[src/skset_pkg.sv]
`default_nettype none

package skset_pkg;

    localparam int CAPACITY  = 64;
    localparam int KEY_WIDTH = 64;

    localparam int MODE_W   = 2;
    localparam int KEY_W    = 64;
    localparam int COUNT_W  = 7;

    typedef enum logic [MODE_W-1:0] {
        MODE_ADD      = 2'd0,
        MODE_REMOVE   = 2'd1,
        MODE_CONTAINS = 2'd2
    } skset_mode_t;

    typedef enum logic [1:0] {
        ST_FALSE = 2'd0,
        ST_TRUE  = 2'd1,
        ST_FULL  = 2'd2,
        ST_ZERO  = 2'd3
    } skset_status_t;

    typedef enum logic {
        S_IDLE   = 1'b0,
        S_UPDATE = 1'b1
    } skset_state_t;

    typedef struct packed {
        logic [MODE_W-1:0] mode;
        logic [KEY_W-1:0]  key;
    } skset_req_t;

    typedef struct packed {
        skset_status_t      status;
        logic [COUNT_W-1:0] count;
    } skset_res_t;

    // per-cycle command shared by every cell
    typedef struct packed {
        logic cmp;
        logic ins;
        logic del;
    } skset_ctl_t;

    // compare result held by a cell from the compare until the update
    typedef struct packed {
        logic ge;
        logic eq;
    } skset_flags_t;

endpackage

`default_nettype wire

[src/skset_cell.sv]
`default_nettype none

module skset_cell #(
    parameter int KEY_WIDTH = skset_pkg::KEY_WIDTH
) (
    input  wire logic                  clk,
    input  wire logic                  rst_n,
    input  wire skset_pkg::skset_ctl_t ctl,
    input  wire logic                  occupied,
    input  wire logic [KEY_WIDTH-1:0]  probe,
    input  wire logic [KEY_WIDTH-1:0]  req_key,
    input  wire logic [KEY_WIDTH-1:0]  left_key,
    input  wire logic                  left_ge,
    input  wire logic [KEY_WIDTH-1:0]  right_key,
    output logic [KEY_WIDTH-1:0]       key,
    output skset_pkg::skset_flags_t    flags
);

    logic [KEY_WIDTH-1:0]    key_reg;
    logic [KEY_WIDTH-1:0]    key_next;
    skset_pkg::skset_flags_t flags_reg;
    skset_pkg::skset_flags_t flags_next;

    always_comb
    begin
        flags_next = flags_reg;
        if (ctl.cmp)
        begin
            // an empty cell counts as holding a key above everything
            flags_next.ge = !occupied || (key_reg > probe);
            flags_next.eq = occupied && (key_reg == probe);
        end
    end

    always_comb
    begin
        key_next = key_reg;
        if (ctl.ins && flags_reg.ge)
        begin
            key_next = left_ge ? left_key : req_key;
        end
        else if (ctl.del && (flags_reg.ge || flags_reg.eq))
        begin
            key_next = right_key;
        end
    end

    always_ff @(posedge clk or negedge rst_n)
    begin
        if (!rst_n)
        begin
            flags_reg <= '0;
        end
        else
        begin
            flags_reg <= flags_next;
        end
    end

    always_ff @(posedge clk)
    begin
        key_reg <= key_next;
    end

    assign key   = key_reg;
    assign flags = flags_reg;

endmodule

`default_nettype wire

[config.mk]
export PLATFORM = sky130hd
export DESIGN_NAME = skset_cell
export DESIGN_NICKNAME = d
export VERILOG_FILES = /design/src/skset_pkg.sv /design/src/skset_cell.sv
export SDC_FILE = /design/constraint.sdc
export NUM_CORES = 1
export LEC_CHECK = 0
export BUFFER_PORTS_ARGS = -buffer_cell sky130_fd_sc_hd__buf_2
export CORE_AREA = 5 5 124 126
export CTS_CLUSTER_SIZE = 24
export DETAILED_ROUTE_END_ITERATION = 6
export DIE_AREA = 0 0 129 131
export GPL_TIMING_DRIVEN = 0
export HOLD_SLACK_MARGIN = 0.06
export PLACE_DENSITY = 0.69
export SLEW_MARGIN = 20
export SYNTH_ARGS = -nofsm -noshare
export SYNTH_HDL_FRONTEND = slang
export SYNTH_SLANG_ARGS = --single-unit
[constraint.sdc]
create_clock -name clk -period 4.4 [get_ports clk]
set_input_delay 0.44 -clock clk [delete_from_list [all_inputs] [get_ports clk]]
set_output_delay 0.44 -clock clk [all_outputs]
set_load 0.005 [all_outputs]
# [Yosys cells after proc, flatten, opt, wreduce, memory -nomap -nowiden]
# Cells that the tools add are included.
[op_classes] n_mul=0 n_eq_ne=1 n_div=0 reduce_logical=7 muxes=3 n_lt_le_gt_ge=1 shift=0 addsub=0 bitwise_logic=0
[op_table] operator="64-bit two-way mux" count=3
[op_table] operator="64-bit equality test" count=1
[op_table] operator="64-bit > comparator" count=1
[op_table] operator="1-bit logical AND" count=3
[op_table] operator="1-bit logical OR" count=2
[op_table] operator="2-bit nonzero test" count=1
[op_table] operator="1-bit logical NOT" count=1
[totals] latchBits=0 out_inout_bits=66 regBits=66 ramBits=0 memories=0 word_cells=15 rom_bits=0

# [Depth between registers and ports, before layout]
[logic_depth] word_depth=4 mapped_depth=8 ltp_nobuf=8

# [Worst setup path after synthesis]
# No wires, ideal clock.
[synth_timing] kind="input port to flip-flop" startpoint="input ctl[0] (netlist bit)" endpoint="register key_reg[0] (netlist: key[0]) (enable)" stages=2 path_buffers=0 arrival_time_ns=3.183 slack_ns=0.730 t_required_ns=3.913 setup_time_ns=0.487 cell_sequence="a21oi_1 > nor2_1"
[synth_via] elab_chain_len=2
[synth_lines] element="start, declared" line_no="skset_cell.sv:8" source="input wire skset_pkg::skset_ctl_t ctl,"
[synth_lines] element="1-bit logical AND" line_no="skset_cell.sv:42" source="else if (ctl.del && (flags_reg.ge || flags_reg.eq))"
[synth_lines] element="2-bit nonzero test (no line)"
[synth_lines] element="end signal, assigned" line_no="skset_cell.sv:62" source="key_reg <= key_next;"
[synth_lines] element="end, declared" line_no="skset_cell.sv:19" source="logic [KEY_WIDTH-1:0] key_reg;"
# Every way passes these cells.
# A chain may end at the register's enable or synchronous reset.

# [Worst setup path after layout]
[layout_timing] startpoint="register flags_reg (netlist bit flags[1])" endpoint="register key_reg[58] (netlist: key[58]) (data pin)"
[layout_via] elab_chain_len=2
[layout_lines] element="start, declared" line_no="skset_cell.sv:21" source="skset_pkg::skset_flags_t flags_reg;"
[layout_lines] element="start signal, assigned" line_no="skset_cell.sv:56" source="flags_reg <= flags_next;"
[layout_lines] element="1-bit logical AND" line_no="skset_cell.sv:38" source="if (ctl.ins && flags_reg.ge)"
[layout_lines] element="64-bit two-way mux" line_no="skset_cell.sv:38"
[layout_lines] element="via key_next[58]" line_no="skset_cell.sv:20" source="logic [KEY_WIDTH-1:0] key_next;"
# The timed path passes the listed nets, and every way through them passes these cells.

==> flow_summary_export.csv <==
group,metric,value,unit
route,routedWlPerCell,16.1,um
timing,setup-tns-final,0,ns
route,highest_layer,"met4",
global_route,antenna_found_initial,0,
route,drt-met1-wl,6350,um
clock_tree,clk_path_buf_depth,2,
placed_design,postPlaceCellArea,6890,sq um
worst_setup_path,crit_path_end_kind,"register",
global_route,grt_max_degree,28,
synth,netlist_area,4950,sq um
clock_tree,cts_tree,"built",
worst_setup_path,critPathBufInv,2,
final_layout,fill_cells,1405,
worst_setup_path,crit_type,"register to register",
worst_setup_path,cp_slowest_cell,"clkbuf_1",
floorplanning,rows,44,
timing,finalHoldViolations,0,
route,drt.antenna.violating_nets,0,
power,ir_drop,0.000143,V
synth,synth_flop_cell,"edfxtp_1",
power,switching_power,0.681,mW
worst_hold_path,hp-start,"ctl[2]",
clock_tree,insertion_delay,0.33,ns
worst_setup_path,arrival,2.42,ns
power,sequentialPowerShare,0.395,
worst_setup_path,crit_start,"flags[1]",
worst_setup_path,critical_path.most_common_cell,"clkbuf_1",
floorplanning,fp.dieW,129,um
power,powerDensity,309,nW/um^2
global_route,globalRouteOverflowTotal,0,
timing,drv_slew,0,
synth,yosysTopAreaCell,"edfxtp_1",
final_layout,antenna_cells,0,
timing,whs,0.355,ns
placed_design,gp_congestion,0.857,
final_layout,nets,1186,
synth,yosysMostFrequentCell,"a21oi_1",
global_route,grt_usage,0.190,
floorplanning,fp.dieArea,16900,sq um
timing,max_slew_margin,0.378,
global_route,grt_pass1_wl,24400,um
route,drt-initial-drc-count,188,
floorplanning,start_util,0.348,
global_route,grt_pass1_vias,5022,
floorplanning,io-pin-count,329,
synth,synth_seq_cells,66,
power,pwr-share-comb,0.316,
route,drc,0,
timing,finalSetupViolCount,0,
final_layout,drive_gt1_frac,0.414,
worst_setup_path,startpoint_type,"register",
floorplanning,core_area,14200,sq um
power,cellLeakagePower,3.78,nW
worst_setup_path,cp_cell_sequence,"and2_1 > clkbuf_1 > clkbuf_1 > nor2_1 > a21oi_1",
synth,ys_top_cells_by_area,"edfxtp_1 39%, ha_1 16%, mux2i_1 13%",
synth,yosys-top-cells-count,"88 x a21oi_1, 74 x nor2_1, 66 x inv_1",
power,p_int,1.53,mW
final_layout,final_cell_area,7150,sq um
worst_hold_path,holdCritPathClass,"input pin to register",
floorplanning,die_y,131,um
clock_tree,numCtsBuffers,9,
timing,fin_crit,2.28,ns
placed_design,hpwl,14300,um
synth,syn_inst,517,
timing,rsz0062_at_grt,"no",
clock_tree,cts_max_level,3,
route,dr.pass1.iters,4,
clock_tree,cts.sinks,66,
clock_tree,post-cts-setup-buffers,0,
synth,synth_edf_count,64,
route,vias,5023,
synth,synthArstFlopShare,0.0303,
synth,syn_area_per_cell,9.57,sq um
synth,synth-seq-area-share,0.399,
final_layout,largest_register_ffs,64,
worst_setup_path,cp_max_fo,10,
power,p_sw_frac,0.308,
worst_setup_path,max_stage_delay,0.63,ns
placed_design,io_buffers,327,
outcome,status,"finished clean",
timing,timing.fmax,0.439,GHz
route,routed_wl,16800,um
timing,worst_pin_slew,0.933,ns
clock_tree,cts.clk_slew.worst_paths,0.05,ns
synth,synth_cell_types,38,
timing,fin_crit_sh,0.518,
synth,yosysWarnings,0,
synth,syn_nets,844,
clock_tree,clock-root-buffer,"clkbuf_16",
final_layout,area_delta_synth_final,44.6,%
worst_setup_path,worstReg2RegStart,"flags[1]",
route,routed_via_density,4.79,
route,route.met2.wl,8770,um
timing,skew,0.00587,ns
power,share_clk_of_total_power,0.288,
synth,synth_top_area_share,0.388,
route,routed-wl-met3,1400,um
run,drv_cap,0,
worst_setup_path,critPathRequiredTime,4.54,ns
worst_setup_path,path_delay_family,"buffers and inverters",
-- placed cells by master (no fill, tap or decap), drive strengths merged, types with 2 or more instances in the layout --
master  netlist  layout
inv          66      66
a21oi        89      89
mux2i        64      64
a21boi        2       2
and4          2       2
nor2         75      75
nand4        11      11
buf           9     339
clkinv        0       4
nand3        10      10
a21o          5       5
o21ai         8       8
or3           2       2
ha           64      64
and3          2       2
nand2        14      14
dfrtp         2       2
a221o         2       2
a211oi        2       2
edfxtp       64      64
clkbuf       12      24
-- worst paths after layout --
check,slack [ns],depth (start not counted),to
max,2.12,5,key[58]
min,0.35,2,flags[0]
max reg2reg,2.12,5,key[58]
min reg2reg,0.58,2,flags[0]
max in group asynchronous,3.85,2,flags[0]
min in group asynchronous,0.46,2,flags[1]
-- cells by family (layout without fill, tap and decap cells) --
kind of cell,Yosys count,in the layout,share of synthesized area
simple gates,121,121,0.113
compound gates,115,115,0.130
buf+inv,87,434,0.0675
flops,66,66,0.399
fa+ha+maj,64,64,0.162
mux,64,64,0.129
-- power groups by stage --
| stage | Sequential (mW) | Clock, mW | Combinational, mW |
|---|---|---|---|
| 2_1_floorplan | 0.894 | 0 | 0.346 |
| 3_3_place_gp | 0.893 | 0 | 0.671 |
| 3_5_place_dp | 0.886 | 0 | 0.707 |
| 4_1_cts | 0.874 | 0.657 | 0.713 |
| 5_1_grt | 0.883 | 0.686 | 0.791 |
| 6_report | 0.873 | 0.637 | 0.699 |
-- cell type report --
type                    instances  area, sq um  area share
multi-input cells             364         2650       0.370
clock inverters                 4         18.8     0.00262
well taps                     184          230      0.0322
repair buffers                331         1710       0.240
inverters                      66          248      0.0346
plain buffers                  21         86.3      0.0121
flip-flops and latches         66         1970       0.276
clock buffers                  12          236      0.0331
-- what timing repair did --
item                                   CTS  global route
gates resized for setup                  0             0
hold buffers                             1             0
endpoints found under the hold margin    2             0
-- metrics by stage --
step	power [mW]	instances	util	worst slack (ns)
floorplan	1.24	517	-	0.730
global placement	1.56	1028	0.480	-0.779
detailed placement	1.59	1031	0.485	1.95
CTS	2.24	1048	0.504	2.06
global route	2.36	1048	0.504	1.95
finish	2.21	1048	0.504	2.12
-- routing by layer --
metal / track usage / vias up
met5: 0 / -
met4: 0.0735 / 0
met3: 0.0459 / 22
met2: 0.350 / 211
met1: 0.209 / 2256
li1: - / 2534
Note: power is estimated with default switching activity, not from simulation.
